$ cat config.mk
export PLATFORM = sky130hd
export DESIGN_NAME = response_packet_value_extractor
export DESIGN_NICKNAME = d
export VERILOG_FILES = /design/src/design/rpve_pkg.sv /design/src/design/rpve_parser.sv /design/src/design/rpve_result.sv /design/src/design/response_packet_value_extractor.sv
export SDC_FILE = /design/constraint.sdc
export NUM_CORES = 1
export LEC_CHECK = 0
export BUFFER_PORTS_ARGS = -buffer_cell sky130_fd_sc_hd__buf_2
export CAP_MARGIN = 5
export CORE_ASPECT_RATIO = 0.8
export CORE_MARGIN = 2
export CORE_UTILIZATION = 40
export DETAILED_ROUTE_END_ITERATION = 12
export PLACE_DENSITY = 0.63
export SLEW_MARGIN = 10
export SYNTH_ARGS = -nofsm -noshare
export SYNTH_HDL_FRONTEND = slang
export SYNTH_SLANG_ARGS = --single-unit
export TNS_END_PERCENT = 1
$ cat constraint.sdc
create_clock -name clk -period 6.3 [get_ports clk]
set_input_delay 0.63 -clock clk [delete_from_list [all_inputs] [get_ports clk]]
set_output_delay 0.63 -clock clk [all_outputs]
set_load 0.01 [all_outputs]
$ cat src/design/rpve_pkg.sv
`timescale 1ns / 1ps
// ----------------------------------------------------------------------------
// rpve_pkg: shared constants for the response packet value extractor
// Header tag bytes, fixed byte positions of the response layout and the
// default sizing of the block.
// ----------------------------------------------------------------------------
package rpve_pkg;

  // Default sizing
  localparam int DEF_MAX_PACKET_BYTES = 512;
  localparam int DEF_VALUE_SLOTS      = 3;

  // Number of value ports on the result channel
  localparam int OUT_SLOTS = 3;

  // Response layout
  localparam int HDR_BYTES = 4;  // "RESP"
  localparam int PAD_POS   = 4;  // ignored byte
  localparam int COUNT_POS = 5;  // row count byte
  localparam int ROWS_START = 6; // first row length byte

  localparam logic [7:0] TAG_R = 8'h52;
  localparam logic [7:0] TAG_E = 8'h45;
  localparam logic [7:0] TAG_S = 8'h53;
  localparam logic [7:0] TAG_P = 8'h50;

  // Packet summary handed from the parser to the result stage
  typedef struct packed {
    logic resp;     // header matched and at least four bytes
    logic rewrite;  // response with at least six bytes
  } rpve_flags_t;

  // Expected header byte at a given position
  function automatic logic [7:0] tag_byte(input logic [1:0] idx);
    logic [7:0] t;
    unique case (idx)
      2'd0: t = TAG_R;
      2'd1: t = TAG_E;
      2'd2: t = TAG_S;
      2'd3: t = TAG_P;
      default: t = TAG_R;
    endcase
    return t;
  endfunction

endpackage

$ cat src/design/rpve_parser.sv
`timescale 1ns / 1ps
// ----------------------------------------------------------------------------
// rpve_parser: per-byte packet parser
// Tracks byte position, header match, row count and the row walk, and
// collects each row's little-endian first word. Presents the state as it
// stands after the current byte so the result stage can finish the packet.
// ----------------------------------------------------------------------------
module rpve_parser
  import rpve_pkg::*;
#(
  parameter int MAX_PACKET_BYTES = DEF_MAX_PACKET_BYTES,
  parameter int VALUE_SLOTS      = DEF_VALUE_SLOTS
) (
  input  logic                   clk,
  input  logic                   rst,
  input  logic                   take,
  input  logic [7:0]             data_byte,
  input  logic                   packet_end,
  output rpve_flags_t            flags,
  output logic [31:0]            slot_values [VALUE_SLOTS],
  output logic [VALUE_SLOTS-1:0] slot_keep
);

  localparam int PW = $clog2(MAX_PACKET_BYTES + 1);
  localparam int IW = $clog2(VALUE_SLOTS + 1);
  localparam int LW = 10;  // 255 * 4 body bytes

  logic [PW-1:0] byte_position, byte_position_next;
  logic          header_ok, header_ok_next;
  logic [7:0]    row_count, row_count_next;
  logic [IW-1:0] row_index, row_index_next;
  logic [LW-1:0] row_bytes_left, row_bytes_left_next;
  logic [7:0]    row_length, row_length_next;
  logic [31:0]   pending_values [VALUE_SLOTS];
  logic [31:0]   pending_values_next [VALUE_SLOTS];

  // Next state for one byte
  always_comb begin
    logic [LW-1:0] off;
    byte_position_next  = byte_position;
    header_ok_next      = header_ok;
    row_count_next      = row_count;
    row_index_next      = row_index;
    row_bytes_left_next = row_bytes_left;
    row_length_next     = row_length;
    pending_values_next = pending_values;
    off = {row_length, 2'b00} - row_bytes_left;

    if (byte_position < PW'(MAX_PACKET_BYTES)) begin
      byte_position_next = byte_position + PW'(1);
      if (byte_position < PW'(HDR_BYTES)) begin
        if (data_byte != tag_byte(byte_position[1:0])) begin
          header_ok_next = 1'b0;
        end
      end else if (byte_position == PW'(PAD_POS)) begin
        // padding byte, ignored
      end else if (byte_position == PW'(COUNT_POS)) begin
        row_count_next = data_byte;
      end else if ((8'(row_index) < row_count) && (row_index < IW'(VALUE_SLOTS))) begin
        if (row_bytes_left == '0) begin
          // row length byte
          row_length_next     = data_byte;
          row_bytes_left_next = {data_byte, 2'b00};
          for (int s = 0; s < VALUE_SLOTS; s++) begin
            if (row_index == IW'(s)) begin
              pending_values_next[s] = '0;
            end
          end
          if (data_byte == 8'd0) begin
            row_index_next = row_index + IW'(1);
          end
        end else begin
          // row body byte; first four go into the value
          if (off < LW'(4)) begin
            for (int s = 0; s < VALUE_SLOTS; s++) begin
              if (row_index == IW'(s)) begin
                pending_values_next[s] = pending_values[s]
                                       | (32'(data_byte) << {off[1:0], 3'b000});
              end
            end
          end
          row_bytes_left_next = row_bytes_left - LW'(1);
          if (row_bytes_left == LW'(1)) begin
            row_index_next = row_index + IW'(1);
          end
        end
      end
    end
  end

  // Packet summary after this byte
  always_comb begin
    flags.resp    = header_ok_next && (byte_position_next >= PW'(HDR_BYTES));
    flags.rewrite = flags.resp && (byte_position_next >= PW'(ROWS_START));
    slot_values   = pending_values_next;
    for (int s = 0; s < VALUE_SLOTS; s++) begin
      slot_keep[s] = IW'(s) < row_index_next;
    end
  end

  // Parser state; cleared at reset and after each packet end
  always_ff @(posedge clk) begin
    if (rst || (take && packet_end)) begin
      byte_position  <= '0;
      header_ok      <= 1'b1;
      row_count      <= '0;
      row_index      <= '0;
      row_bytes_left <= '0;
      row_length     <= '0;
      for (int s = 0; s < VALUE_SLOTS; s++) begin
        pending_values[s] <= '0;
      end
    end else if (take) begin
      byte_position  <= byte_position_next;
      header_ok      <= header_ok_next;
      row_count      <= row_count_next;
      row_index      <= row_index_next;
      row_bytes_left <= row_bytes_left_next;
      row_length     <= row_length_next;
      pending_values <= pending_values_next;
    end
  end

endmodule

$ cat src/design/rpve_result.sv
`timescale 1ns / 1ps
// ----------------------------------------------------------------------------
// rpve_result: held values, response counter and result register
// At each packet end updates the held values and the response count and
// loads one result request into the output register.
// ----------------------------------------------------------------------------
module rpve_result
  import rpve_pkg::*;
#(
  parameter int VALUE_SLOTS = DEF_VALUE_SLOTS
) (
  input  logic                   clk,
  input  logic                   rst,
  input  logic                   load,
  input  rpve_flags_t            flags,
  input  logic [31:0]            slot_values [VALUE_SLOTS],
  input  logic [VALUE_SLOTS-1:0] slot_keep,
  input  logic                   result_stall,
  output logic                   result_valid,
  output logic [31:0]            value_x_bits,
  output logic [31:0]            value_y_bits,
  output logic [31:0]            value_z_bits,
  output logic                   was_response,
  output logic                   values_rewritten,
  output logic [31:0]            response_total
);

  logic [31:0] held_values [VALUE_SLOTS];
  logic [31:0] held_values_next [VALUE_SLOTS];
  logic [31:0] response_counter, response_counter_next;
  logic [31:0] out_values [OUT_SLOTS];

  // Held value and counter update at packet end
  always_comb begin
    held_values_next      = held_values;
    response_counter_next = response_counter + 32'(flags.resp);
    if (flags.rewrite) begin
      for (int s = 0; s < VALUE_SLOTS; s++) begin
        held_values_next[s] = slot_keep[s] ? slot_values[s] : 32'd0;
      end
    end
  end

  // Map slots onto the value ports; missing slots read as zero
  for (genvar o = 0; o < OUT_SLOTS; o++) begin : g_out
    if (o < VALUE_SLOTS) begin : g_slot
      assign out_values[o] = held_values_next[o];
    end else begin : g_zero
      assign out_values[o] = 32'd0;
    end
  end

  // Held state
  always_ff @(posedge clk) begin
    if (rst) begin
      response_counter <= '0;
      for (int s = 0; s < VALUE_SLOTS; s++) begin
        held_values[s] <= '0;
      end
    end else if (load) begin
      response_counter <= response_counter_next;
      held_values      <= held_values_next;
    end
  end

  // Result register
  always_ff @(posedge clk) begin
    if (rst) begin
      result_valid <= 1'b0;
    end else if (load) begin
      result_valid <= 1'b1;
    end else if (!result_stall) begin
      result_valid <= 1'b0;
    end
  end

  always_ff @(posedge clk) begin
    if (load) begin
      value_x_bits     <= out_values[0];
      value_y_bits     <= out_values[1];
      value_z_bits     <= out_values[2];
      was_response     <= flags.resp;
      values_rewritten <= flags.rewrite;
      response_total   <= response_counter_next;
    end
  end

endmodule

$ cat src/design/response_packet_value_extractor.sv
`timescale 1ns / 1ps
// ----------------------------------------------------------------------------
// response_packet_value_extractor: pulls three 32-bit values out of
// response packets received one byte per request
//
// Byte channel: byte_valid / byte_stall carry data_byte and packet_end; a
// request moves at an edge with byte_valid high and byte_stall low.
// Result channel: result_valid / result_stall carry the three held values,
// was_response, values_rewritten and response_total; one result request is
// produced for each byte with packet_end set, none for other bytes.
// Throughput: one byte per cycle while no packet-end byte is held back. Every
// byte passes an input register and is parsed from there; a packet's result
// is registered when its last byte leaves the input register.
// When the receiver stalls, the result register holds its request. Bytes
// without packet_end keep flowing; a packet-end byte waits in the input
// register until the result register is free; byte_stall is high meanwhile.
// Reset clears the parser, the held values, the response counter and both
// valid flags; the block accepts bytes as soon as reset is released.
// ----------------------------------------------------------------------------
module response_packet_value_extractor
  import rpve_pkg::*;
#(
  parameter int MAX_PACKET_BYTES = DEF_MAX_PACKET_BYTES,
  parameter int VALUE_SLOTS      = DEF_VALUE_SLOTS
) (
  input  logic        clk,
  input  logic        rst,
  input  logic        byte_valid,
  output logic        byte_stall,
  input  logic [7:0]  data_byte,
  input  logic        packet_end,
  output logic        result_valid,
  input  logic        result_stall,
  output logic [31:0] value_x_bits,
  output logic [31:0] value_y_bits,
  output logic [31:0] value_z_bits,
  output logic        was_response,
  output logic        values_rewritten,
  output logic [31:0] response_total
);

  logic                   in_valid;
  logic [7:0]             in_byte;
  logic                   in_end;
  logic                   take;
  logic                   out_free;
  rpve_flags_t            flags;
  logic [31:0]            slot_values [VALUE_SLOTS];
  logic [VALUE_SLOTS-1:0] slot_keep;

  // Byte is consumed unless it ends a packet and the result register is busy
  assign out_free   = !result_valid || !result_stall;
  assign take       = in_valid && (!in_end || out_free);
  assign byte_stall = in_valid && !take;

  // Input register
  always_ff @(posedge clk) begin
    if (rst) begin
      in_valid <= 1'b0;
    end else if (!byte_stall) begin
      in_valid <= byte_valid;
    end
  end

  always_ff @(posedge clk) begin
    if (byte_valid && !byte_stall) begin
      in_byte <= data_byte;
      in_end  <= packet_end;
    end
  end

  rpve_parser #(
    .MAX_PACKET_BYTES (MAX_PACKET_BYTES),
    .VALUE_SLOTS      (VALUE_SLOTS)
  ) u_parser (
    .clk         (clk),
    .rst         (rst),
    .take        (take),
    .data_byte   (in_byte),
    .packet_end  (in_end),
    .flags       (flags),
    .slot_values (slot_values),
    .slot_keep   (slot_keep)
  );

  rpve_result #(
    .VALUE_SLOTS (VALUE_SLOTS)
  ) u_result (
    .clk              (clk),
    .rst              (rst),
    .load             (take && in_end),
    .flags            (flags),
    .slot_values      (slot_values),
    .slot_keep        (slot_keep),
    .result_stall     (result_stall),
    .result_valid     (result_valid),
    .value_x_bits     (value_x_bits),
    .value_y_bits     (value_y_bits),
    .value_z_bits     (value_z_bits),
    .was_response     (was_response),
    .values_rewritten (values_rewritten),
    .response_total   (response_total)
  );

endmodule

---- Word-level counts from Yosys, hierarchy flattened ----
Cells that the tools add are included.
storage, ports and cells
  output and inout port bits .............. 132
  register bits after elaboration ......... 404
  word-level logic and storage cells ...... 112
  input bits .............................. 13
operators by class
  reductions and logical operators ........ 22
  add/sub/neg operators ................... 5
  bitwise logic cells ..................... 6
  multiplexer cells ....................... 35
  shift operators ......................... 1
  equality and inequality tests ........... 10
  order comparisons ....................... 10
operators by type and width
  kind                   number
  $mux 96                8
  $mux 32                9
  $or 32x32->32          3
  $add 32x1->32          1
  $pmux 8 s4             1
  $shl 8x5->32           1
  $eq 10x3->1 const B    2
  $ge 10x3->1 const B    2
  $lt 10x3->1 const B    2
  $mux 10                2
  $mux 2                 8
  $mux 8                 2
  $add 10x1->10 const B  1
  $eq 10x1->1 const B    1
  $logic_not 10->1       1
  $lt 10x10->1 const B   1
  $sub 10x1->10 const B  1
  $sub 10x10->10         1
  $logic_not 8->1        1
  $lt 2x8->1             1
  $ne 8x8->1             1
  $logic_and 1x1->1      7
  $reduce_and 7->1       1
  $eq 2x2->1 const B     3
  other kinds (13)       28

---- Depth between registers and ports, before layout ----
  depth in word-level cells ............... 13
  depth in mapped cells ................... 16
  gate-level depth less buffers ........... 15

---- Cells and area by module ----
From an unflattened synthesis, not the netlist that was laid out.
second synthesis, totals
  cells, all modules ...................... 2137
  area total of the unflattened synthesis .. 18946.9 µm²
modules (own cells, without submodules)
  module                           area an instance (µm²)  instances  cells an instance  sequential area each (µm²)
  rpve_result                      10651.5                 1          1023               6486.2
  rpve_parser                      7961.4                  1          1095               2702.6
  response_packet_value_extractor  334.1                   1          19                 290.3

---- Least setup slack after synthesis ----
Ideal clock, no wire load.
  kind .................................... input -> register
  from .................................... input result_stall
  to ...................................... register u_result.response_counter[22]
  data arrival time ....................... 5627 ps
  library setup time ...................... 128 ps
  required time ........................... 6172 ps
  path slack .............................. 546 ps
  path buffers ............................ 1
  cell stages on the path ................. 8
  cell sequence ........................... nand3_1 > and2_1 > nand2_1 > inv_2 > clkbuf_1 > nand3_1 > xnor2_1 > nor2_1
on the way
  longest elaborated chain between the ends .. 5
RTL lines
  what                  line                                   source
  from (decl)           response_packet_value_extractor.sv:33  input logic result_stall,
  $logic_not 1->1       n/a
  $logic_or 1x1->1      response_packet_value_extractor.sv:52  assign out_free = !result_valid || !result_stall;
  $logic_or 1x1->1      response_packet_value_extractor.sv:53  assign take = in_valid && (!in_end || out_free);
  $logic_and 1x1->1     response_packet_value_extractor.sv:53
  $logic_and 1x1->1     response_packet_value_extractor.sv:91  .load (take && in_end),
  net u_result.load     rpve_result.sv:14                      input logic load,
  to (signal assigned)  rpve_result.sv:61                      response_counter <= response_counter_next;
  to (decl)             rpve_result.sv:30                      logic [31:0] response_counter, response_counter_next;
The timed path passes the listed nets, and every way through them passes these cells.
A chain may end at the register's enable or synchronous reset.

==> results.md <==
* Status: complete, no violations
* RR Endpoint: u_result.response_counter[26]$_SDFFE_PP0P_
* Arrival time of the worst setup path at approximately 5400 ps
* Finish-stage setup viols at 0
* CTS clk-pin slew, worst paths at around 70 ps
* Final nets at around 1900
* Power density over the cells at roughly 270 nW/um^2
* Slew Viols, Final at 0
* H-tree levels at 2
* Hold WC Path Type: in2reg
* Reg2reg start: in_byte[5]$_DFFE_PP_
* Synth Register Bits at a little over 400
* Total chip power at about 5.4 mW
* Die Span X at ~240 um
* Vias per cell at 6.05
* GRT Overall Usage at 0.233
* Clock Sinks at 404
* Layout Cells excl Fill at approximately 2500
* Number of nets with antenna violations after routing at 0
* Worst VDD drop at 0.157 mV
* WL final at about 54000 um
* Minimum clock period at slightly below 5000 ps
* Cell family with most CP delay: simple AND/OR/NAND/NOR gates
* CTS tree: done
* Starting Density at 0.405
* Routed via count at around 15000
* Met1 WL at 23300 um
* First-pass GRT wire length at between 80000 and 90000 um
* DRC Markers at 0
* Crit path launch type: register
* Setup TNS at 0 ps
* Finished Cell Area at around 20000 um^2
* Worst Clk Skew at approximately 22 ps
* CP Cell Sequence: nor3_1, nand3_1, o311ai_1, o311a_1, ha_1, ha_1, nand3_1, nor3_1, nor2b_1, nand4_1, or3_1, a21oi_1
* Core area at about 43000 um^2
* Commonest non-fill, non-tap cells in the layout: 265 x dfxtp_1, 235 x o21ai_0, 202 x nand2_1
* DRT Pass-1 Iters at 6
* RSZ-0062 raised after global routing: false
* Synth async-reset ratio at 0
* Static leakage at approximately 7.1 nW
* Met3 wire length at 4720 um
* Share of cells above drive strength 1 at 0.140
* Buffers & Inverters on Critical Path at 0
* Max Cap Violations at 0
* RD Place Congestion at 0.903
* Number of global-route vias before repair at about 14000
* Postcts setup bufs at 0
* Number of I/O port buffers at ~140
* Uppermost layer routed: met4
* Worst-case clock buffer depth at 3
* Syn Area/Cell at 9.73 um^2
* Met2 WL at ~25000 um
* Post-DP Area at approximately 19000 um^2
* Post-Syn Instances at around 1800
* Synth cell types at 71
* Top_reg_cell synth: dfxtp_1
* Highest Clock Rate at a little over 200 MHz
* Filler instances at between 3000 and 4000
* Worst Hold Launch: packet_end
* Nature of the critical path endpoint: register
* Initial antenna violation count at 2
* Crit Path Class: reg2reg
* Hold Vio Cnt, Final at 0
* Worst Hold Path Cells at 1
* TritonCTS Buffers at 42
* Initial drt markers at ~1700
* Area of the mapped netlist at roughly 17000 um^2
* Chip height at roughly 190 um
* WHS at ~250 ps
* EDFF count, synth at around 140
* # hold bufs at CTS at 0
* Period utilization at 0.778
* Maximum fanout along the worst path at 14
* Mapped Nets at between 1500 and 2000
* Placed cell count at roughly 2400
* Post-synthesis sequential area ratio at 0.543
* Slowest cell on the critical path: edfxtp_1
* FF-to-FF setup slack at 1400 ps
* Area grow syn2layout at 14.5%
* Yosys Warn Count at 0
* Worst Tran Pin Value at roughly 1100 ps
* Hold endpoint: in_end$_DFFE_PP_
* Worst skew pair latency at around 560 ps
* Drt wl/cell at roughly 22 um
* Worst r2r path cells at 12
* Required @ worst endpoint at between 6000 and 7000 ps
* Total gr overflow at 0
* HPWL after DPL at roughly 32000 um
* Die ar. at about 45000 um^2
* Root buf cell: clkbuf_16
* Largest net degree at the start of global routing at between 100 and 150
* Worst path max stage delay at slightly below 700 ps
* Count of boundary I/O pins at 145
* Leading cell type in the layout, fill and taps excluded: dfxtp_1
* FP Rows at 68
* Post_cts resized at 0
* Relative slew slack at 0.238
-- cells in the mapped netlist, drive strengths merged, types with 19 or more instances --
master / n / area share
inv: 24 / 0.0052
dfxtp: 265 / 0.30
nand2: 202 / 0.043
buf: 39 / 0.015
edfxtp: 139 / 0.24
nand4: 20 / 0.0084
and2: 35 / 0.013
clkbuf: 106 / 0.023
xnor2: 46 / 0.023
a22oi: 97 / 0.042
a21oi: 42 / 0.012
nor2: 88 / 0.019
xor2: 27 / 0.014
o21ai: 296 / 0.085
ha: 22 / 0.016
a32oi: 80 / 0.040
nor3: 23 / 0.0066
o211ai: 19 / 0.0085
nand3: 113 / 0.032
-- how the worst max path moves through the flow --
stage,from,endpoint,slack [ps],cells after the start
after floorplan,result_stall,u_result.response_counter[22]$_SDFFE_PP0P_,550,8
after global placement,u_parser.byte_position[0]$_SDFFE_PP0P_,u_result.response_total[30]$_DFFE_PP_,1640,15
after detailed placement,u_parser.byte_position[0]$_SDFFE_PP0P_,u_result.response_counter[26]$_SDFFE_PP0P_,1450,14
after CTS,u_parser.byte_position[0]$_SDFFE_PP0P_,u_result.response_counter[26]$_SDFFE_PP0P_,1420,14
after global routing,u_parser.byte_position[0]$_SDFFE_PP0P_,u_result.response_counter[26]$_SDFFE_PP0P_,960,14
final,in_byte[5]$_DFFE_PP_,u_result.response_counter[26]$_SDFFE_PP0P_,1400,12
-- layer usage --
metal  up-vias  track usage
met4         0        0.105
met3       126       0.0434
met2       773        0.359
met5         -            0
met1      7233        0.320
li1       6763            -
-- logic make-up (layout without fill, tap and decap cells) --
logic type / count (synthesis) / after routing / synth area share
adders and majority gates: 22 / 22 / 0.0158
and+or+nand+nor: 544 / 544 / 0.149
xor gates and xnor gates: 73 / 73 / 0.0367
DFF: 404 / 404 / 0.543
buffers and inverters: 169 / 275 / 0.0432
other: 0 / 2 / 0
muxes: 12 / 12 / 0.00689
AOI/OAI and AO/OA: 568 / 568 / 0.205
-- metrics by stage --
stage	util	setup slack, ps
6_report	0.464	1400
3_5_place_dp	0.431	1450
4_1_cts	0.464	1420
2_1_floorplan	-	546
5_1_grt	0.464	957
3_3_place_gp	0.431	1640
-- layout make-up --
| class | instances | area [um^2] | area share |
|---|---|---|---|
| Sequential cell | 404 | 9480 | 0.474 |
| Multi-Input combinational cell | 1219 | 7300 | 0.365 |
| Clock buffer | 60 | 1180 | 0.0591 |
| Timing Repair Buffer | 173 | 963 | 0.0482 |
| Tap cell | 560 | 701 | 0.0351 |
| Clock inverter | 18 | 254 | 0.0127 |
| Inverter | 24 | 95.1 | 0.00476 |
| Antenna cell | 2 | 5.00 | 0.000250 |
-- sequential cells by signal, summed over array words and instances, names as in the netlist, 10 cells and up --
signal                     count
u_parser.byte_position        10
u_parser.pending_values       96
u_parser.row_bytes_left       10
u_result.held_values          96
u_result.response_counter     32
u_result.response_total       32
u_result.value_x_bits         32
u_result.value_y_bits         32
u_result.value_z_bits         32
-- power by group --
part | leakage, nW | switching [mW] | internal (mW)
registers | 3.67 | 0.0187 | 2.70
clock network | 0.702 | 1.05 | 1.56
logic | 2.68 | 0.0851 | 0.0205
total | 7.05 | 1.15 | 4.28
Power figures use the tool's default switching activity.
